## src/sv/bbl_pkg.sv

```systemverilog
// ----------------------------------------------------------------------------
// bbl_pkg
// Shared types and constants for the 5x5 box blur stream.
// ----------------------------------------------------------------------------
package bbl_pkg;

    // pixel and window geometry
    localparam int PIX_W             = 8;
    localparam int WIN               = 5;
    localparam int LINES             = WIN - 1;
    localparam int EDGE              = WIN - 1;
    localparam int DEFAULT_MAX_WIDTH = 2048;

    // configuration registers
    localparam int WIDTH_W      = 12;
    localparam int HEIGHT_W     = 13;
    localparam int CFG_DATA_W   = 13;
    localparam int ROW_W        = 12;
    localparam int MAX_HEIGHT   = 4096;
    localparam int WIDTH_RESET  = 512;
    localparam int HEIGHT_RESET = 512;

    typedef enum logic [0:0] {
        REG_IMAGE_WIDTH  = 1'b0,
        REG_IMAGE_HEIGHT = 1'b1
    } cfg_index_t;

    // queue between front and back, depth is a power of two
    localparam int QUEUE_DEPTH = 4;
    localparam int QPTR_W      = $clog2(QUEUE_DEPTH);

    // arithmetic: column sum, window sum, divide by 25 as multiply and shift
    localparam int CSUM_W      = 11;
    localparam int TOTAL_W     = 13;
    localparam int RECIP       = 5243;
    localparam int RECIP_SHIFT = 17;
    localparam int PROD_W      = 25;

    // one column record: four line buffer pixels, the new pixel and its class
    typedef struct packed {
        logic [LINES*PIX_W-1:0] lines;
        logic [PIX_W-1:0]       pixel;
        logic                   emit;
        logic                   last;
    } col_rec_t;

endpackage

```

## src/sv/bbl_queue.sv

```systemverilog
// ----------------------------------------------------------------------------
// bbl_queue
// Small first-in first-out queue of column records between front and back.
// ----------------------------------------------------------------------------
module bbl_queue (
    input  logic              aclk,
    input  logic              aresetn,
    input  logic              push,
    input  bbl_pkg::col_rec_t push_data,
    output logic              full,
    output logic              pop_valid,
    input  logic              pop_ready,
    output bbl_pkg::col_rec_t pop_data
);
    import bbl_pkg::*;

    col_rec_t          entry_reg [QUEUE_DEPTH];
    logic [QPTR_W-1:0] wr_ptr_reg;
    logic [QPTR_W-1:0] rd_ptr_reg;
    logic [QPTR_W:0]   count_reg;
    logic              pop;

    assign full      = count_reg == (QPTR_W + 1)'(QUEUE_DEPTH);
    assign pop_valid = count_reg != '0;
    assign pop       = pop_valid && pop_ready;
    assign pop_data  = entry_reg[rd_ptr_reg];

    // pointers and fill level
    always_ff @(posedge aclk) begin
        if (!aresetn) begin
            wr_ptr_reg <= '0;
            rd_ptr_reg <= '0;
            count_reg  <= '0;
        end else begin
            if (push) begin
                wr_ptr_reg <= wr_ptr_reg + QPTR_W'(1);
            end
            if (pop) begin
                rd_ptr_reg <= rd_ptr_reg + QPTR_W'(1);
            end
            priority if (push && !pop) begin
                count_reg <= count_reg + (QPTR_W + 1)'(1);
            end else if (pop && !push) begin
                count_reg <= count_reg - (QPTR_W + 1)'(1);
            end else begin
                count_reg <= count_reg;
            end
        end
    end

    // storage
    always_ff @(posedge aclk) begin
        if (push) begin
            entry_reg[wr_ptr_reg] <= push_data;
        end
    end

endmodule

```

## config.mk

```make
export PLATFORM = sky130hd
export DESIGN_NAME = bbl_queue
export DESIGN_NICKNAME = d
export VERILOG_FILES = /design/src/sv/bbl_pkg.sv /design/src/sv/bbl_queue.sv
export SDC_FILE = /design/constraint.sdc
export NUM_CORES = 1
export LEC_CHECK = 0
export ABC_CLOCK_PERIOD_IN_PS = 2600
export BUFFER_PORTS_ARGS = -buffer_cell sky130_fd_sc_hd__buf_2
export CAP_MARGIN = 20
export CORE_UTILIZATION = 40
export DETAILED_ROUTE_END_ITERATION = 6
export PLACE_DENSITY = 0.63
export SLEW_MARGIN = 20
export SYNTH_ARGS = -nofsm -noshare
export SYNTH_HDL_FRONTEND = slang
export SYNTH_SLANG_ARGS = --single-unit
```

## constraint.sdc

```tcl
create_clock -name aclk -period 2.6 [get_ports aclk]
set_input_delay 0.26 -clock aclk [delete_from_list [all_inputs] [get_ports aclk]]
set_output_delay 0.26 -clock aclk [all_outputs]
set_load 0.02 [all_outputs]
```

[After elaboration in Yosys (flattened, before gate mapping)]
Memory sizes are Yosys's and may differ from the RTL's. A register that Yosys moved wholly into a read port is not among the register bits.
Index checks and enable logic that the tools add are counted.
Word-level totals
  output and inout port bits: 44
  logic and storage cells: 22
  input bits: 46
  RAM bits: 168
  memories: 1
  flip-flop bits (word level): 7
Memories
  entry_reg: words 4, bits a word 42, rd ports 1, clocked after Yosys merged registers in 1, wr ports 1, RTL line bbl_queue.sv:17  | col_rec_t entry_reg [QUEUE_DEPTH];
Operators by class
  equality and inequality tests: 1
  multiplexer cells: 6
  reduce and logical (&&, ||, !) cells: 7
  $add $sub $neg: 4
Operators by type and width (number)
  two-way mux 3 bit: 2
  adder 2 x 1 -> 2 bit (second input constant): 2
  two-way mux 2 bit: 2
  adder 3 x 1 -> 3 bit (second input constant): 1
  equality test 3 bit (second input constant): 1
  logical AND 1 bit: 3
  nonzero test 3 bit: 1
  subtractor 3 x 1 -> 3 bit (second input constant): 1
  logical NOT 1 bit: 2
  two-way mux 1 bit: 2
  nonzero test 2 bit: 1

[Logic depth before layout (Yosys ltp)]
  depth after elaboration: 5
  mapped depth: 7
  gate-level depth less buffers: 7

[Least setup slack after synthesis]
No wires, ideal clock.
  path kind: reg-to-reg
  from: register wr_ptr_reg[0]
  to: memory entry_reg[2][0] (netlist name), enable pin
  arrival time: 1.554 ns
  cell stages (with the launch flop): 4
  setup slack: 0.643 ns
  setup time: 0.403 ns
  buffers on the path: 0
  cell sequence: dfxtp_1 inv_1 ha_1 and2_1
RTL lines
  start, declared: RTL line bbl_queue.sv:18  | logic [QPTR_W-1:0] wr_ptr_reg;
  start signal, assigned: RTL line bbl_queue.sv:36  | wr_ptr_reg <= wr_ptr_reg + QPTR_W'(1);
  end, declared: RTL line bbl_queue.sv:17
Straight into the memory's write port.

==> out/metrics.yaml <==
routing:
  drt-total-wl_um: 11200
  drc: 0
  dr.pass1.iters: 4
  vias: 2960
  drtIter0Drc: 120
  vias_per_cell: 4.93
  final_antenna_net_count: 0
  routedWlPerCell_um: 18.6
worst_hold_path:
  min_from: "push_data[16]"
  hold_path_end: "entry_reg[0][16]$_DFFE_PP_"
  whs_path_depth: 1
  hp-class: "in2reg"
global_route:
  grt_util_met1: 0.175
  grt_pass1_vias: 3168
  top_usage_layer: "met2"
  met2_usage: 0.237
  antenna_found_initial: 2
  track_usage: 0.144
  grt_overflow: 0
  grt_max_degree: 24
  use_met3: 0.0496
  grt_pass1_wl_um: 17000
die:
  ios: 90
  rows: 46
  die_w_um: 130
  start_util: 0.412
  core_area_um2: 16000
  die_area_um2: 17000
  die_h_um: 130
power_and_ir_drop:
  internal-power_mw: 5.69
  vdd_ir_drop_max_v: 0.000447
  clock_power_share: 0.333
  p_seq_frac: 0.453
  p_switching_mw: 2.01
  fin_total_pwr_mw: 7.70
  pwr-share-comb: 0.214
  swShare: 0.261
  powerDensity_nw_per_um2: 974
  p_leak_nw: 2.68
finish:
  drive_gt1_frac: 0.455
  finalInstanceArea_um2: 7910
  antennaDiodeCount: 0
  syn_to_final_growth_pct: 20.1
  nets: 425
  stdcell_count: 601
  largest_register_ffs: 168
synth:
  yosysMostFrequentCell: "edfxtp_1"
  synth_area_per_cell_um2: 25.1
  synth_cell_types: 22
  ys_ff_latch: 177
  synth_ff_type: "edfxtp_1"
  yosysSeqAreaShare: 0.793
  yosys.area.top_type: "edfxtp_1"
  syn-instance-count: 263
  syn_area_um2: 6590
  synthArstFlopShare: 0
  synth_edf_count: 168
  synth_top_area_frac: 0.766
  synthTopCellsByCount: "168 x edfxtp_1, 40 x mux4_2, 9 x and2_1, 9 x dfxtp_1, 5 x ha_1"
  yosys-top-cells-area: "edfxtp_1 77%, mux4_2 14%, dfxtp_1 2.7%"
  synth_warnings: 0
  syn_nets: 315
outcome:
  status: "complete, no violations"
setup_path:
  crit_path_max_fanout: 22
  cp.required_ns: 2.34
  reg2reg_from: "count_reg[1]$_SDFFE_PN0P_"
  cp_data_arrival_time_ns: 2.06
  r2r-end: "count_reg[2]$_SDFFE_PN0P_"
  worst_setup_path_end_kind: "primary output"
  critPathLaunchType: "flop"
  reg2regPathDepth: 7
  crit_type: "reg2out"
  r2r_setup_slack_ns: 0.50
clocking:
  cts_post_setup_buffers_inserted: 0
  cts_tree: "built"
  cts_resized: 0
  clkLatencyLatePin_ns: 0.42
  root_buffer: "clkbuf_16"
  path_clk_slew_ns: 0.07
  clk_path_buf_depth: 2
  htreeDepth: 4
  cts_sinks: 177
  tritoncts.num_buffers: 17
  cts_hold_buf: 0
timing:
  slew_headroom: 0.680
  tightest_slew_ns: 0.480
  fin_crit_ns: 2.32
  hold_viol_final: 0
  fmax_mhz: 431
  setup_violations: 0
  slew_violations: 0
  tns_ns: 0
  rsz0062_at_grt: "false"
  finClkSkew_ns: 0.00546
  finalCritPeriodShare: 0.893
placement:
  place_area_um2: 7320
  placed_cells: 570
  hpwlAfterDp_um: 6930
  gp_congestion: 0.689
  portBuffers: 89
job:
  cap_viol_max_count: 0
routing by layer:
layer  share of wire  vias to the layer above  routed length (µm)
li1                -                     1334                   -
met1            0.43                     1538                4850
met2            0.50                       67                5590
met3           0.049                       17                 547
met4           0.013                        4                 146
met5          0.0018                        -                  20
stage by stage:
step,hold slack [ns],setup WS [ns],utilization
after floorplan,0.359,0.643,-
after global placement,0.469,0.626,0.457
after detailed placement,0.476,0.507,0.457
after CTS,0.0231,0.197,0.495
after global routing,0.0373,0.107,0.495
final,0.0513,0.278,0.495
worst max path at each step:
stage / from / endpoint / slack (ns) / cells past startpoint
global placement: count_reg[1]$_SDFFE_PN0P_ / count_reg[2]$_SDFFE_PN0P_ / 0.63 / 7
detailed placement: count_reg[1]$_SDFFE_PN0P_ / count_reg[2]$_SDFFE_PN0P_ / 0.51 / 7
finish: flop / pop_data[1] / 0.28 / 3
CTS: flop / pop_data[21] / 0.20 / 3
floorplan: wr_ptr_reg[0]$_SDFFE_PN0P_ / entry_reg[2][0]$_DFFE_PP_ / 0.64 / 3
global route: flop / pop_data[1] / 0.11 / 3
cells by family (layout without fill, tap and decap cells):
kind of cell,after synthesis,in the layout,share of synthesized area
buffers and inverters,13,135,0.0192
xor gates and xnor gates,5,5,0.00665
muxes,44,44,0.148
DFF,177,177,0.793
adders and majority gates,6,6,0.0125
AOI/OAI and AO/OA,4,4,0.00759
and+or+nand+nor,14,14,0.0135
critical path: stages, from the launching register on:
cell and delay, ns:
dfxtp_4 0.66, buf_4 0.29, mux4_2 0.51, buf_2 0.17
power by group through the flow:
stage                     Sequential (mW)  Combinational, mW  Clock (mW)
after floorplan                      3.42               1.39           0
after global placement               3.56               1.67           0
after detailed placement             3.57               1.68           0
after CTS                            3.51               1.69        2.63
after global routing                 3.53               1.78        2.73
final                                3.49               1.65        2.56
final cells by class:
class / instances / area [µm²]
Clock inverter: 12 / 165
Clock buffer: 19 / 433
Inverter: 3 / 11.3
Sequential cell: 177 / 5230
Timing Repair Buffer: 101 / 561
Multi-Input combinational cell: 73 / 1240
Tap cell: 216 / 270
Fill cell: 1332 / 8090
cell usage in the layout, fill, tap and decap left out, types with 2 or more instances in the layout:
cell and n:
bufinv_16 4, clkinv_2 2, dfxtp_1 7, clkinv_1 3
nor2b_1 2, mux4_2 40, buf_4 10, ha_1 5
inv_1 3, mux4_1 2, clkbuf_16 17, buf_12 2
clkinvlp_4 2, edfxtp_1 168, mux2i_1 2, clkbuf_1 2
xnor2_1 3, and2_1 5, xor2_1 2, buf_2 89
or3_1 2, and2_2 4
Note: power is estimated with default switching activity, not from simulation.
