`src/sv/bbl_pkg.sv`:
```
// ----------------------------------------------------------------------------
// bbl_pkg
// Shared types and constants for the 5x5 box blur stream.
// ----------------------------------------------------------------------------
package bbl_pkg;

    // pixel and window geometry
    localparam int PIX_W             = 8;
    localparam int WIN               = 5;
    localparam int LINES             = WIN - 1;
    localparam int EDGE              = WIN - 1;
    localparam int DEFAULT_MAX_WIDTH = 2048;

    // configuration registers
    localparam int WIDTH_W      = 12;
    localparam int HEIGHT_W     = 13;
    localparam int CFG_DATA_W   = 13;
    localparam int ROW_W        = 12;
    localparam int MAX_HEIGHT   = 4096;
    localparam int WIDTH_RESET  = 512;
    localparam int HEIGHT_RESET = 512;

    typedef enum logic [0:0] {
        REG_IMAGE_WIDTH  = 1'b0,
        REG_IMAGE_HEIGHT = 1'b1
    } cfg_index_t;

    // queue between front and back, depth is a power of two
    localparam int QUEUE_DEPTH = 4;
    localparam int QPTR_W      = $clog2(QUEUE_DEPTH);

    // arithmetic: column sum, window sum, divide by 25 as multiply and shift
    localparam int CSUM_W      = 11;
    localparam int TOTAL_W     = 13;
    localparam int RECIP       = 5243;
    localparam int RECIP_SHIFT = 17;
    localparam int PROD_W      = 25;

    // one column record: four line buffer pixels, the new pixel and its class
    typedef struct packed {
        logic [LINES*PIX_W-1:0] lines;
        logic [PIX_W-1:0]       pixel;
        logic                   emit;
        logic                   last;
    } col_rec_t;

endpackage

```
`src/sv/bbl_back.sv`:
```
// ----------------------------------------------------------------------------
// bbl_back
// Sums each column, adds the newest column sum to the four before it for
// the 5x5 window sum and divides by 25 through a reciprocal multiply.
// ----------------------------------------------------------------------------
module bbl_back (
    input  logic                      aclk,
    input  logic                      aresetn,
    input  logic                      q_valid,
    output logic                      q_ready,
    input  bbl_pkg::col_rec_t         q_data,
    output logic                      m_valid,
    input  logic                      m_ready,
    output logic [bbl_pkg::PIX_W-1:0] m_blurred,
    output logic                      m_last
);
    import bbl_pkg::*;

    logic                s1_valid_reg;
    logic [CSUM_W-1:0]   s1_csum_reg;
    logic                s1_emit_reg;
    logic                s1_last_reg;
    logic                s2_valid_reg;
    logic                s2_last_reg;
    logic [TOTAL_W-1:0]  total_reg;
    logic [TOTAL_W-1:0]  total_next;
    logic [CSUM_W-1:0]   csum_line_reg [LINES];
    logic                m_valid_reg;
    logic                m_last_reg;
    logic [PROD_W-1:0]   prod_reg;

    logic [CSUM_W-1:0]   csum_next;
    logic                s1_ready;
    logic                s2_ready;
    logic                s3_ready;
    logic                adv12;

    // stall chain, each stage moves when the one after it has room
    assign s3_ready = !m_valid_reg || m_ready;
    assign s2_ready = !s2_valid_reg || s3_ready;
    assign s1_ready = !s1_valid_reg || s2_ready;
    assign q_ready  = s1_ready;
    assign adv12    = s1_valid_reg && s2_ready;

    // column sum of the new pixel and the four buffered lines
    always_comb begin
        csum_next = CSUM_W'(q_data.pixel);
        for (int k = 0; k < LINES; k++) begin
            csum_next = csum_next + CSUM_W'(q_data.lines[k*PIX_W +: PIX_W]);
        end
    end

    // window sum: the new column plus the four before it
    always_comb begin
        total_next = TOTAL_W'(s1_csum_reg);
        for (int k = 0; k < LINES; k++) begin
            total_next = total_next + TOTAL_W'(csum_line_reg[k]);
        end
    end

    // stage 1: column sum
    always_ff @(posedge aclk) begin
        if (!aresetn) begin
            s1_valid_reg <= 1'b0;
        end else if (s1_ready) begin
            s1_valid_reg <= q_valid;
        end
    end

    always_ff @(posedge aclk) begin
        if (q_valid && s1_ready) begin
            s1_csum_reg <= csum_next;
            s1_emit_reg <= q_data.emit;
            s1_last_reg <= q_data.last;
        end
    end

    // stage 2: window shift, only result beats go on
    always_ff @(posedge aclk) begin
        if (!aresetn) begin
            s2_valid_reg <= 1'b0;
            total_reg    <= '0;
            for (int i = 0; i < LINES; i++) begin
                csum_line_reg[i] <= '0;
            end
        end else begin
            if (s2_ready) begin
                s2_valid_reg <= s1_valid_reg && s1_emit_reg;
            end
            if (adv12) begin
                total_reg <= total_next;
                for (int i = 0; i < LINES - 1; i++) begin
                    csum_line_reg[i] <= csum_line_reg[i+1];
                end
                csum_line_reg[LINES-1] <= s1_csum_reg;
            end
        end
    end

    always_ff @(posedge aclk) begin
        if (adv12) begin
            s2_last_reg <= s1_last_reg;
        end
    end

    // stage 3: reciprocal multiply into the output register
    always_ff @(posedge aclk) begin
        if (!aresetn) begin
            m_valid_reg <= 1'b0;
        end else if (s3_ready) begin
            m_valid_reg <= s2_valid_reg;
        end
    end

    always_ff @(posedge aclk) begin
        if (s2_valid_reg && s3_ready) begin
            prod_reg   <= PROD_W'(total_reg) * PROD_W'(RECIP);
            m_last_reg <= s2_last_reg;
        end
    end

    assign m_valid   = m_valid_reg;
    assign m_last    = m_last_reg;
    assign m_blurred = prod_reg[RECIP_SHIFT +: PIX_W];

endmodule

```
`config.mk`:
```
export PLATFORM = sky130hd
export DESIGN_NAME = bbl_back
export DESIGN_NICKNAME = d
export VERILOG_FILES = /design/src/sv/bbl_pkg.sv /design/src/sv/bbl_back.sv
export SDC_FILE = /design/constraint.sdc
export NUM_CORES = 1
export LEC_CHECK = 0
export ABC_CLOCK_PERIOD_IN_PS = 7900
export BUFFER_PORTS_ARGS = -buffer_cell sky130_fd_sc_hd__buf_2
export CAP_MARGIN = 20
export CORE_MARGIN = 8
export CORE_UTILIZATION = 55
export CTS_BUF_LIST = sky130_fd_sc_hd__clkbuf_8
export CTS_CLUSTER_DIAMETER = 100
export DETAILED_ROUTE_END_ITERATION = 12
export PLACE_DENSITY = 0.74
export SYNTH_ARGS = -nofsm -noshare
export SYNTH_HDL_FRONTEND = slang
export SYNTH_SLANG_ARGS = --single-unit
```
`constraint.sdc`:
```
create_clock -name aclk -period 7.9 [get_ports aclk]
set_input_delay 0.79 -clock aclk [delete_from_list [all_inputs] [get_ports aclk]]
set_output_delay 0.79 -clock aclk [all_outputs]
set_load 0.02 [all_outputs]
```
# ---- Yosys cells after proc, flatten, opt, wreduce, memory -nomap -nowiden
# Memory sizes are Yosys's and may differ from the RTL's.
# Cells that the tools add are included.
dict set report word_totals {
  ff_bits 56
  latch_bits 0
  mem_bits_rw 44
  rom_bits 0
  input_bits 46
  output_inout_bits 11
  n_memories 1
}
dict set report op_classes {
  add_sub_neg 8
  n_mul 1
  div 0
  order_cmp 0
  n_eq_ne 0
  n_shift 0
  muxes 8
  n_bitwise 4
  reduce_logical 10
}
# memory depth word_bits rd rd_ports_with_merged_regs write_ports line_no
set memory_table {}
lappend memory_table {csum_line_reg 4 11 4 0 4 bbl_back.sv:27} ;# logic [CSUM_W-1:0] csum_line_reg [LINES];
# op n
set ops {}
lappend ops {{$mux 11} 4}
lappend ops {{$add 13x11->13} 2}
lappend ops {{$mul 13x13->25 const B} 1}
lappend ops {{$add 12x11->13} 1}
lappend ops {{$add 11x11->12} 1}
lappend ops {{$add 10x8->11} 1}
lappend ops {{$add 11x8->11} 1}
lappend ops {{$add 9x8->10} 1}
lappend ops {{$add 8x8->9} 1}
lappend ops {{$logic_and 1x1->1} 4}
lappend ops {{$mux 1} 4}
lappend ops {{$or 1x1->1} 4}
lappend ops {{$logic_not 1->1} 3}
lappend ops {{$logic_or 1x1->1} 3}

# ---- Logic depth before layout (Yosys ltp)
# Gate-level depths: netlist of the first run.
dict set report depth {
  word_depth 8
  depth_mapped 18
  depth_no_buf 18
}

# ---- Least setup slack after synthesis of the first run
# OpenSTA, ideal clock, no wires.
dict set report synth_timing {
  path_kind {register -> register}
  start {register total_reg[10]}
  end {register prod_reg[24] (data pin)}
  setup_ns 0.261
  arrival_time_ns 4.345
  required_time_ns 7.639
  setup_slack_ns 3.294
  path_stages_with_launch 15
  synth_period_minus_slack_ns 4.606
  cell_sequence {dfxtp_1 > ha_1 > fa_1 > fa_1 > inv_1 > fa_1 > fa_1 > inv_1 > ha_1 > o21ai_0 > nor2_1 > a311oi_2 > o211ai_2 > a21o_1 > a311o_1}
}
dict set report synth_between {
  elab_chain_cells 1
}
# item line_no
set synth_lines {}
lappend synth_lines {{from (decl)} bbl_back.sv:25} ;# logic [TOTAL_W-1:0] total_reg;
lappend synth_lines {{from (signal assigned)} bbl_back.sv:91} ;# total_reg <= total_next;
lappend synth_lines {{$mul 13x13->25} bbl_back.sv:117} ;# prod_reg <= PROD_W'(total_reg) * PROD_W'(RECIP);
lappend synth_lines {{to (signal assigned)} bbl_back.sv:117}
lappend synth_lines {{to (decl)} bbl_back.sv:30} ;# logic [PROD_W-1:0] prod_reg;
# No other way between the ends.
# A chain may end at the register's enable or synchronous reset.

# ---- Worst setup path in the final report of the first run
# Ends and elaborated chain as after synthesis.

==> impl_table.tex, run 1 <==
\begin{tabular}{lr}
\hline
Metric & Value \\
\hline
\multicolumn{2}{l}{\textbf{Logic synthesis}} \\
Total of warnings raised by yosys & 0 \\
Synthesized area & 7900 µm² \\
Post-synth cell types & 46 \\
Proportion of register bits with asynchronous set or reset after synthesis & 0 \\
Fraction of synthesized cell area taken by the top area cell type & 0.281 \\
Leading area contributor after synthesis & sky130\_fd\_sc\_hd\_\_fa\_1 \\
Most frequently used cell type in the post-synthesis netlist & sky130\_fd\_sc\_hd\_\_inv\_1 \\
Number of storage elements in the synthesis netlist & 83 \\
Sequential area share after synthesis & 0.295 \\
Synth Instances & 675 \\
Syn\_nets & 947 \\
Number of flops mapped to enable cells by yosys & 67 \\
Top cell types by occurrence after synthesis & sky130\_fd\_sc\_hd\_\_inv\_1 (126), sky130\_fd\_sc\_hd\_\_ha\_1 (115), sky130\_fd\_sc\_hd\_\_fa\_1 (111) \\
Top FF cell, synth & sky130\_fd\_sc\_hd\_\_edfxtp\_1 \\
Ranking of synthesized cells by area & sky130\_fd\_sc\_hd\_\_fa\_1 (28\%), sky130\_fd\_sc\_hd\_\_edfxtp\_1 (25\%), sky130\_fd\_sc\_hd\_\_ha\_1 (18\%) \\
Average size of a mapped cell & 11.7 µm² \\
\multicolumn{2}{l}{\textbf{Routing}} \\
Number of nets with antenna violations after detailed routing & 0 \\
DRC violations left & 0 \\
Routed WL & 14.6 mm \\
Initial DRC count & 241 \\
Number of detailed-routing iterations run before antenna repair & 4 \\
Routed WL per cell & 15.9 µm \\
Detailed-route vias per instance & 5.50 \\
Total via count in the routed design & 5038 \\
\multicolumn{2}{l}{\textbf{Critical path}} \\
Critical register-to-register path endpoint & prod\_reg[24] \\
Peak fanout along the critical path & 8 \\
Number of cells on the worst reg-to-reg path & 15 \\
RR Startpoint & total\_reg[10] \\
Element type at the critical path start & flip-flop \\
Required time of the critical path & 8030 ps \\
Data arrival time at the worst-slack endpoint & 5100 ps \\
Worst R2R Setup Slack & 2940 ps \\
Kind of critical path & reg2reg \\
Critical Path Sink Type & flip-flop \\
\multicolumn{2}{l}{\textbf{GRT}} \\
All-layer global routing usage & 0.170 \\
Global-route wire length before repair & 25.1 mm \\
Initial antenna violation count & 0 \\
Maximum number of pins on one net before global-route repair & 57 \\
Total congestion overflow after global routing & 0 \\
Vias in the first global route & 5459 \\
\multicolumn{2}{l}{\textbf{STA}} \\
Final Slew Violations & 0 \\
Highest clock rate & 0.201 GHz \\
Hold violation total from the final report & 0 \\
Max\_slew headroom & 0.469 \\
Endpoints failing setup & 0 \\
Fin worst setup slack & 2940 ps \\
Clk\_skew & 9.32 ps \\
Total negative slack for setup checks & 0 ps \\
Minimum period implied by the final worst setup slack & 4960 ps \\
Final clock period utilization by the worst path & 0.628 \\
Worst-Margin Slew & 795 ps \\
RSZ-0062 raised after global routing & false \\
\multicolumn{2}{l}{\textbf{Power}} \\
Cell Int Power & 1.81 mW \\
Switch share & 0.475 \\
Comb power frac & 0.710 \\
Relative contribution of sequential cells to total power & 0.191 \\
Net Switching & 1.64 mW \\
Clock network fraction of total power & 0.099 \\
Pwr Density & 402 nW/µm² \\
Max rail drop VDD & 0.237 mV \\
Static power due to leakage & 4.30 nW \\
\multicolumn{2}{l}{\textbf{Placement}} \\
Half-perimeter wire length after placement & 11.9 mm \\
Last weighted congestion value of the routability-driven placer & 0.862 \\
Area post-placement & 8370 µm² \\
Post-placement worst setup slack & 2920 ps \\
Port buffer count & 56 \\
\multicolumn{2}{l}{\textbf{Status}} \\
Status & complete, no violations \\
\multicolumn{2}{l}{\textbf{Worst hold path}} \\
Hold-critical path depth & 0 \\
Worst-case hold path end point & s2\_last\_reg \\
Hold wc startpoint & s1\_last\_reg \\
Worst min path class & reg2reg \\
\multicolumn{2}{l}{\textbf{Clock tree}} \\
Clock insertion delay at the later pin of the skew report & 380 ps \\
H-tree lvl count & 3 \\
Clock sink count & 83 \\
Count of hold buffers inserted by post-cts repair & 0 \\
CTS clk-pin slew, worst paths & 90 ps \\
CTS tree & built \\
Post-CTS setup buffer count & 0 \\
Post-cts repair resize count & 0 \\
Number of buffers added by the clock tree synthesis step & 9 \\
Root Driver & sky130\_fd\_sc\_hd\_\_clkbuf\_8 \\
Maximum buffer depth of the clock tree & 2 \\
\multicolumn{2}{l}{\textbf{Finish}} \\
Layout Nets & 1003 \\
Final instance area & 8590 µm² \\
Flip-flop count of the largest register after layout & 44 \\
Area growth from synthesis to final layout & 8.75\% \\
Share of post-route cells with drive strength above 1 & 0.106 \\
End-of-flow core utilization & 0.616 \\
Number of diodes added for antenna fixing & 0 \\
\multicolumn{2}{l}{\textbf{Floorplan}} \\
Std-Cell Core Area & 13900 µm² \\
Initial cell density of the core & 0.567 \\
Rows & 43 \\
Io pins & 57 \\
Horizontal die dimension & 136 µm \\
Die area & 18400 µm² \\
Height of the die & 136 µm \\
\multicolumn{2}{l}{\textbf{Flow run}} \\
Max-cap viol count & 0 \\
\hline
\end{tabular}
-- layout by cell type (no fill, tap or decap), types with 3 or more instances in the layout --
cell and count:
sky130_fd_sc_hd__a211oi_1 8, sky130_fd_sc_hd__a21boi_0 3, sky130_fd_sc_hd__a21o_1 6, sky130_fd_sc_hd__a21oi_1 20, sky130_fd_sc_hd__a31oi_1 4, sky130_fd_sc_hd__and3_1 45, sky130_fd_sc_hd__buf_2 56, sky130_fd_sc_hd__buf_4 3
sky130_fd_sc_hd__clkbuf_8 9, sky130_fd_sc_hd__dfxtp_1 16, sky130_fd_sc_hd__edfxtp_1 67, sky130_fd_sc_hd__fa_1 111, sky130_fd_sc_hd__ha_1 115, sky130_fd_sc_hd__inv_1 126, sky130_fd_sc_hd__nand2_1 21, sky130_fd_sc_hd__nand3_1 14
sky130_fd_sc_hd__nor2_1 22, sky130_fd_sc_hd__nor2b_1 5, sky130_fd_sc_hd__nor3_1 6, sky130_fd_sc_hd__o211ai_1 3, sky130_fd_sc_hd__o21a_1 4, sky130_fd_sc_hd__o21ai_0 15, sky130_fd_sc_hd__or3_1 3, sky130_fd_sc_hd__xnor2_1 18
-- cell type report --
cell class / instances / area [µm²]
Inverter: 127 / 477
Multi-Input combinational cell: 451 / 5030
Tap cell: 180 / 225
Timing Repair Buffer: 59 / 303
Clock inverter: 7 / 92.6
Sequential cell: 83 / 2330
Clock buffer: 9 / 124
Fill cell: 1102 / 5350
-- metal layers --
metal | up-vias | global-route usage | wire length [µm]
met5 | - | 0 | 0
met3 | 14 | 0.0273 | 344
met2 | 77 | 0.283 | 7420
li1 | 2396 | - | -
met4 | 0 | 0.0487 | 172
met1 | 2551 | 0.224 | 6620
-- logic make-up after synthesis --
kind of cell,after synthesis,synth area share
buf+inv,141,0.0672
flops,83,0.295
compound gates,79,0.0675
xor+xnor,20,0.0222
simple gates,126,0.0841
fa+ha+maj,226,0.464
-- stage by stage --
stage          power, mW  instances  hold WS [ps]
3_5_place_dp        3.14        900           427
2_1_floorplan       2.55        675           400
6_report            3.45        916           440
4_1_cts             3.51        916           438
5_1_grt             3.90        916           455
3_3_place_gp        3.01        900           408
-- how the worst max path moves through the flow --
stage	from	cells past startpoint	to	slack, ps
5_1_grt	total_reg[10]	14	prod_reg[24]	2690
6_report	total_reg[10]	15	prod_reg[24]	2940
3_3_place_gp	total_reg[10]	14	prod_reg[24]	3040
2_1_floorplan	total_reg[10]	14	prod_reg[24]	3290
4_1_cts	total_reg[10]	15	prod_reg[24]	2910
3_5_place_dp	total_reg[10]	15	prod_reg[24]	2920
-- worst max-delay path, cell delays in order (launching register included) --
cell	delay (ps)
sky130_fd_sc_hd__dfxtp_1	620
sky130_fd_sc_hd__fa_1	510
sky130_fd_sc_hd__ha_1	290
sky130_fd_sc_hd__inv_1	50
sky130_fd_sc_hd__fa_1	500
sky130_fd_sc_hd__inv_1	60
sky130_fd_sc_hd__fa_1	520
sky130_fd_sc_hd__inv_1	50
sky130_fd_sc_hd__fa_1	520
sky130_fd_sc_hd__inv_1	40
sky130_fd_sc_hd__ha_1	310
sky130_fd_sc_hd__and4_1	230
sky130_fd_sc_hd__nand3_1	100
sky130_fd_sc_hd__o211ai_2	430
sky130_fd_sc_hd__a211oi_1	140
sky130_fd_sc_hd__a311o_1	340
-- power by group through the flow --
stage / Combinational, mW / Clock (mW) / Sequential [mW]
finish: 2.45 / 0.342 / 0.657
global placement: 2.35 / 0 / 0.665
global route: 2.86 / 0.366 / 0.673
floorplan: 1.90 / 0 / 0.651
detailed placement: 2.47 / 0 / 0.669
CTS: 2.50 / 0.347 / 0.658
Note: power is estimated with default switching activity, not from simulation.
==> run 2, diff against run 1 <==
ABC_CLOCK_PERIOD_IN_PS = 4000   (was 7900)
PLACE_DENSITY = 0.77   (was 0.74)
clock period = 4 ns   (was 7.9 ns; I/O delays follow)
==> run 2 against run 1 <==
  * The flow now finishes with violations (negative setup slack)
  * Final cell count rose by 5.1%
  * Global-route usage rose by 1.0 points
  * Sequential share of layout area fell by 1.6 points
  * Fmax rose by 12%
  * Critical path type unchanged
  * Largest power group unchanged
==> impl_table.tex, run 2 (synthesis gave the netlist of run 1 again) <==
\begin{tabular}{lr}
\hline
Metric & Value \\
\hline
\multicolumn{2}{l}{\textbf{Status}} \\
Status & finished, violations left \\
Violations in the final reports & negative setup slack \\
\multicolumn{2}{l}{\textbf{Power}} \\
Pwr Density & 872 nW/µm² \\
Static power due to leakage & 4.53 nW \\
Max rail drop VDD & 0.497 mV \\
\multicolumn{2}{l}{\textbf{Critical path}} \\
Critical Path Sink Type & flip-flop \\
CP peak stage delay & 520 ps \\
Top delay family on crit path & adder cells \\
Required time of the critical path & 4130 ps \\
Cells along the critical path & ha\_1 -> fa\_1 -> fa\_1 -> ha\_1 -> inv\_1 -> fa\_1 -> inv\_1 -> ha\_1 -> o2111a\_2 -> a311oi\_4 -> o211ai\_4 -> buf\_6 -> a221oi\_4 -> xnor2\_1 \\
Element type at the critical path start & flip-flop \\
Worst path slowest cell & sky130\_fd\_sc\_hd\_\_fa\_1 \\
Peak fanout along the critical path & 5 \\
Kind of critical path & reg2reg \\
Data arrival time at the worst-slack endpoint & 4560 ps \\
Sum of buffers and inverters on the critical path & 3 \\
\multicolumn{2}{l}{\textbf{STA}} \\
RSZ-0062 raised after global routing & true \\
Worst-Margin Slew & 945 ps \\
Clk\_skew & 18.5 ps \\
Endpoints failing setup & 8 \\
Max\_slew headroom & 0.368 \\
Final Slew Violations & 0 \\
Total negative slack for setup checks & -2660 ps \\
Final clock period utilization by the worst path & 1.11 \\
Minimum period implied by the final worst setup slack & 4430 ps \\
Fin worst setup slack & -430 ps \\
Hold violation total from the final report & 0 \\
Highest clock rate & 0.226 GHz \\
\multicolumn{2}{l}{\textbf{Finish}} \\
End-of-flow core utilization & 0.668 \\
Leading cell types in the layout, fill and taps excluded & sky130\_fd\_sc\_hd\_\_fa\_1 (110), sky130\_fd\_sc\_hd\_\_inv\_1 (109), sky130\_fd\_sc\_hd\_\_ha\_1 (95) \\
Flip-flop count of the largest register after layout & 44 \\
Most common library cell in the layout ignoring fill and taps & sky130\_fd\_sc\_hd\_\_fa\_1 \\
Area growth from synthesis to final layout & 18.0\% \\
Fill cells & 993 \\
Layout Nets & 1049 \\
Share of post-route cells with drive strength above 1 & 0.244 \\
Seq. cell area & 2380 µm² \\
Multi-input logic area & 5340 µm² \\
\multicolumn{2}{l}{\textbf{Routing}} \\
Number of detailed-routing iterations run before antenna repair & 4 \\
DRC violations left & 0 \\
Detailed-route vias per instance & 5.40 \\
Routed WL & 15.5 mm \\
Initial DRC count & 265 \\
Routed WL per cell & 16.1 µm \\
Total via count in the routed design & 5199 \\
Number of nets with antenna violations after detailed routing & 0 \\
\multicolumn{2}{l}{\textbf{GRT}} \\
Total congestion overflow after global routing & 0 \\
Maximum number of pins on one net before global-route repair & 57 \\
All-layer global routing usage & 0.180 \\
Global-route wire length before repair & 26.8 mm \\
Initial antenna violation count & 1 \\
Vias in the first global route & 5787 \\
\multicolumn{2}{l}{\textbf{Clock tree}} \\
CTS tree & built \\
Count of hold buffers inserted by post-cts repair & 0 \\
Clock insertion delay at the later pin of the skew report & 390 ps \\
Root Driver & sky130\_fd\_sc\_hd\_\_clkbuf\_8 \\
Number of buffers added by the clock tree synthesis step & 9 \\
H-tree lvl count & 3 \\
Clock sink count & 83 \\
CTS clk-pin slew, worst paths & 100 ps \\
Maximum buffer depth of the clock tree & 2 \\
\multicolumn{2}{l}{\textbf{Floorplan}} \\
Initial cell density of the core & 0.567 \\
Std-Cell Core Area & 13900 µm² \\
Height of the die & 136 µm \\
Io pins & 57 \\
Horizontal die dimension & 136 µm \\
Die area & 18400 µm² \\
Rows & 43 \\
\multicolumn{2}{l}{\textbf{Placement}} \\
Port buffer count & 56 \\
Last weighted congestion value of the routability-driven placer & 0.892 \\
Half-perimeter wire length after placement & 12.8 mm \\
\multicolumn{2}{l}{\textbf{Flow run}} \\
Max-cap viol count & 0 \\
\multicolumn{2}{l}{\textbf{Worst hold path}} \\
Worst min path class & in2reg \\
\hline
\end{tabular}
run 2: final timing paths:
kind / endpoint / cells after the start / slack, ps / start
setup / recovery: prod_reg[21] / 14 / -430 / total_reg[5]
hold / removal: s1_emit_reg / 1 / 200 / q_data[1]
setup reg to reg: prod_reg[21] / 14 / -430 / total_reg[5]
hold reg to reg: s2_last_reg / 0 / 430 / s1_last_reg
run 2: area by class of cell:
type / instances / share of cell area
diodes: 1 / 0.000269
clock inverters: 7 / 0.0113
multi-input cells: 451 / 0.573
well taps: 180 / 0.0242
inverters: 127 / 0.0520
repair buffers: 105 / 0.0704
clock buffers: 9 / 0.0133
flip-flops and latches: 83 / 0.255
run 2: metrics by stage:
step           instances  hold WS, ps  power (mW)  instance area [µm²]  setup WS [ps]
2_1_floorplan        675          400        5.51                 8120           -189
3_3_place_gp         940          405        6.64                 8900           -311
3_5_place_dp         940          405        7.00                 8900           -440
4_1_cts              962          183        7.96                 9220           -426
5_1_grt              963          183        9.02                 9310           -580
6_report             963          195        8.12                 9310           -430
run 2: report_power, final:
part | internal (mW) | switching [mW] | total [mW] | leakage [nW]
sequential | 1.15 | 0.165 | 1.32 | 0.830
combinational | 2.82 | 3.27 | 6.09 | 3.58
clock | 0.364 | 0.353 | 0.716 | 0.118
run 2: per-layer routing:
layer	track usage	part of all wire
met5	0	0
met4	0.0568	0.019
met3	0.0284	0.031
met2	0.315	0.52
met1	0.224	0.43
run 2: timing repair:
item | in CTS | in global routing
pin swaps | 14 | 23
setup buffers | 6 | 0
gates resized for setup | 12 | 20
cloned | 0 | 0
setup endpoints to repair | 8 | 11
==> run 3, diff against run 2 <==
CORE_MARGIN = unset   (was 8)
==> run 3 against run 2 <==
  * The run still ends with negative setup slack left
  * Clock power is 20% lower
  * Sequential cell count did not move
  * Sequential power is essentially flat
  * Utilization is the same
  * Sequential share of layout area about the same
  * Register-to-register slack better by 40 ps
  * First-iteration DRC count decreased by 29%
==> impl_table.tex, run 3 (synthesis gave the netlist of run 1 again) <==
\begin{tabular}{lr}
\hline
Metric & Value \\
\hline
\multicolumn{2}{l}{\textbf{STA}} \\
Max\_slew headroom & 0.385 \\
Final clock period utilization by the worst path & 1.10 \\
Hold violation total from the final report & 0 \\
RSZ-0062 raised after global routing & true \\
Clk\_skew & 15.2 ps \\
Minimum period implied by the final worst setup slack & 4390 ps \\
Endpoints failing setup & 8 \\
Final Slew Violations & 0 \\
Worst-Margin Slew & 921 ps \\
Highest clock rate & 0.228 GHz \\
Fin worst setup slack & -394 ps \\
\multicolumn{2}{l}{\textbf{Critical path}} \\
Sum of buffers and inverters on the critical path & 4 \\
Element type at the critical path start & flip-flop \\
Worst R2R Setup Slack & -390 ps \\
Required time of the critical path & 4120 ps \\
Critical Path Sink Type & flip-flop \\
Peak fanout along the critical path & 5 \\
Endpoint of the worst setup timing path & prod\_reg[21] \\
Worst path slowest cell & sky130\_fd\_sc\_hd\_\_fa\_1 \\
First element of the critical path & total\_reg[4] \\
Crit-path most repeated cell & sky130\_fd\_sc\_hd\_\_fa\_1 \\
Critical register-to-register path endpoint & prod\_reg[21] \\
RR Startpoint & total\_reg[4] \\
CP peak stage delay & 520 ps \\
Number of cells on the worst reg-to-reg path & 15 \\
Cells along the critical path & buf\_4 -> ha\_4 -> fa\_1 -> fa\_1 -> ha\_1 -> inv\_2 -> fa\_1 -> inv\_1 -> ha\_1 -> o2111a\_1 -> a311oi\_2 -> o211ai\_4 -> buf\_6 -> a221oi\_2 -> xnor2\_1 \\
Top delay family on crit path & adder cells \\
Cell count along the critical path & 15 \\
Data arrival time at the worst-slack endpoint & 4510 ps \\
Kind of critical path & reg2reg \\
\multicolumn{2}{l}{\textbf{Routing}} \\
DRC violations left & 0 \\
Total via count in the routed design & 5196 \\
Number of detailed-routing iterations run before antenna repair & 4 \\
Detailed-route vias per instance & 5.35 \\
Routed WL & 15.0 mm \\
Number of nets with antenna violations after detailed routing & 0 \\
Initial DRC count & 188 \\
Routed WL per cell & 15.4 µm \\
\multicolumn{2}{l}{\textbf{Worst hold path}} \\
Hold wc startpoint & q\_data[1] \\
Worst min path class & in2reg \\
\multicolumn{2}{l}{\textbf{Clock tree}} \\
Maximum buffer depth of the clock tree & 2 \\
CTS clk-pin slew, worst paths & 100 ps \\
Clock insertion delay at the later pin of the skew report & 380 ps \\
Count of hold buffers inserted by post-cts repair & 0 \\
H-tree lvl count & 3 \\
CTS tree & built \\
Number of buffers added by the clock tree synthesis step & 9 \\
Root Driver & sky130\_fd\_sc\_hd\_\_clkbuf\_8 \\
Clock sink count & 83 \\
\multicolumn{2}{l}{\textbf{GRT}} \\
Vias in the first global route & 5587 \\
Total congestion overflow after global routing & 0 \\
Global-route wire length before repair & 25.9 mm \\
Maximum number of pins on one net before global-route repair & 57 \\
Initial antenna violation count & 0 \\
All-layer global routing usage & 0.224 \\
\multicolumn{2}{l}{\textbf{Status}} \\
Violations in the final reports & negative setup slack \\
Status & finished, violations left \\
\multicolumn{2}{l}{\textbf{Placement}} \\
Last weighted congestion value of the routability-driven placer & 0.904 \\
Half-perimeter wire length after placement & 11.8 mm \\
Port buffer count & 56 \\
Area post-placement & 8900 µm² \\
Post-placement worst setup slack & -410 ps \\
\multicolumn{2}{l}{\textbf{Finish}} \\
Area growth from synthesis to final layout & 18.0\% \\
Flip-flop count of the largest register after layout & 44 \\
Layout Nets & 1058 \\
Share of post-route cells with drive strength above 1 & 0.252 \\
Final instance area & 9310 µm² \\
Number of diodes added for antenna fixing & 0 \\
Leading cell types in the layout, fill and taps excluded & sky130\_fd\_sc\_hd\_\_inv\_1 (109), sky130\_fd\_sc\_hd\_\_fa\_1 (109), sky130\_fd\_sc\_hd\_\_ha\_1 (94) \\
\multicolumn{2}{l}{\textbf{Floorplan}} \\
Initial cell density of the core & 0.567 \\
Io pins & 57 \\
Horizontal die dimension & 122 µm \\
Rows & 43 \\
Die area & 14800 µm² \\
Height of the die & 122 µm \\
Std-Cell Core Area & 13900 µm² \\
\multicolumn{2}{l}{\textbf{Power}} \\
Static power due to leakage & 4.55 nW \\
Pwr Density & 838 nW/µm² \\
Max rail drop VDD & 0.535 mV \\
\multicolumn{2}{l}{\textbf{Flow run}} \\
Max-cap viol count & 0 \\
\hline
\end{tabular}
==> run 3: cell count changes in the layout (fill, tap and decap cells not counted), moves of 2 or more <==
cell,previous run,this run
sky130_fd_sc_hd__bufinv_16,2,0
sky130_fd_sc_hd__clkinv_2,1,3
sky130_fd_sc_hd__a211oi_1,6,4
sky130_fd_sc_hd__buf_4,47,57
sky130_fd_sc_hd__o21ai_2,3,0
sky130_fd_sc_hd__o21ai_1,2,5
sky130_fd_sc_hd__ha_2,5,7
==> run 3: worst min-delay path by stage <==
stage,cells after the start,slack (ps),endpoint
after floorplan,0,400,m_last
after global placement,0,400,s2_last_reg
after detailed placement,0,410,s2_last_reg
after CTS,1,180,s1_emit_reg
after global routing,1,180,s1_emit_reg
final,1,190,s1_emit_reg
==> run 3: layout make-up <==
| type | count | area, µm² |
|---|---|---|
| multi-input cells | 451 | 5330 |
| repair buffers | 114 | 719 |
| flip-flops and latches | 83 | 2380 |
| clock inverters | 7 | 51.3 |
| fillers | 1000 | 4620 |
| clock buffers | 9 | 124 |
| inverters | 127 | 487 |
| well taps | 180 | 225 |
==> run 3: repair_timing <==
action	4_1_cts	5_1_grt
resized for setup	19	13
cloned	0	0
pin swaps	28	18
endpoints found under the setup margin	8	11
setup buffers	8	6
==> run 3: metal layers <==
metal / up-vias / track usage / part of all wire
li1: 2510 / - / -
met1: 2589 / 0.304 / 0.45
met2: 78 / 0.379 / 0.51
met3: 19 / 0.0262 / 0.024
met4: 0 / 0.0664 / 0.014
met5: - / 0 / 0
==> run 3: worst register-to-register path: stages, from the launching register on <==
cell and delay (ps):
sky130_fd_sc_hd__dfxtp_4 380, sky130_fd_sc_hd__buf_4 150, sky130_fd_sc_hd__ha_4 240, sky130_fd_sc_hd__fa_1 490, sky130_fd_sc_hd__fa_1 420, sky130_fd_sc_hd__ha_1 300, sky130_fd_sc_hd__inv_2 40, sky130_fd_sc_hd__fa_1 520
sky130_fd_sc_hd__inv_1 40, sky130_fd_sc_hd__ha_1 270, sky130_fd_sc_hd__o2111a_1 260, sky130_fd_sc_hd__a311oi_2 370, sky130_fd_sc_hd__o211ai_4 170, sky130_fd_sc_hd__buf_6 170, sky130_fd_sc_hd__a221oi_2 230, sky130_fd_sc_hd__xnor2_1 90
==> run 3: through the flow <==
step / total power, mW / utilization / hold slack [ps] / std cells / setup TNS, ps
after floorplan: 5.51 / - / 400 / 675 / -297
after global placement: 6.65 / 0.639 / 404 / 941 / -1880
final: 7.81 / 0.668 / 190 / 971 / -2610
after global routing: 8.69 / 0.668 / 179 / 971 / -3510
after detailed placement: 6.91 / 0.639 / 411 / 941 / -2710
after CTS: 7.70 / 0.661 / 178 / 965 / -2460
==> run 3: power by group <==
group          switching [mW]  leakage, nW  internal, mW  total [mW]
clock                   0.344       0.0917         0.231       0.576
sequential              0.145        0.830          1.15        1.30
combinational            3.17         3.63          2.76        5.94
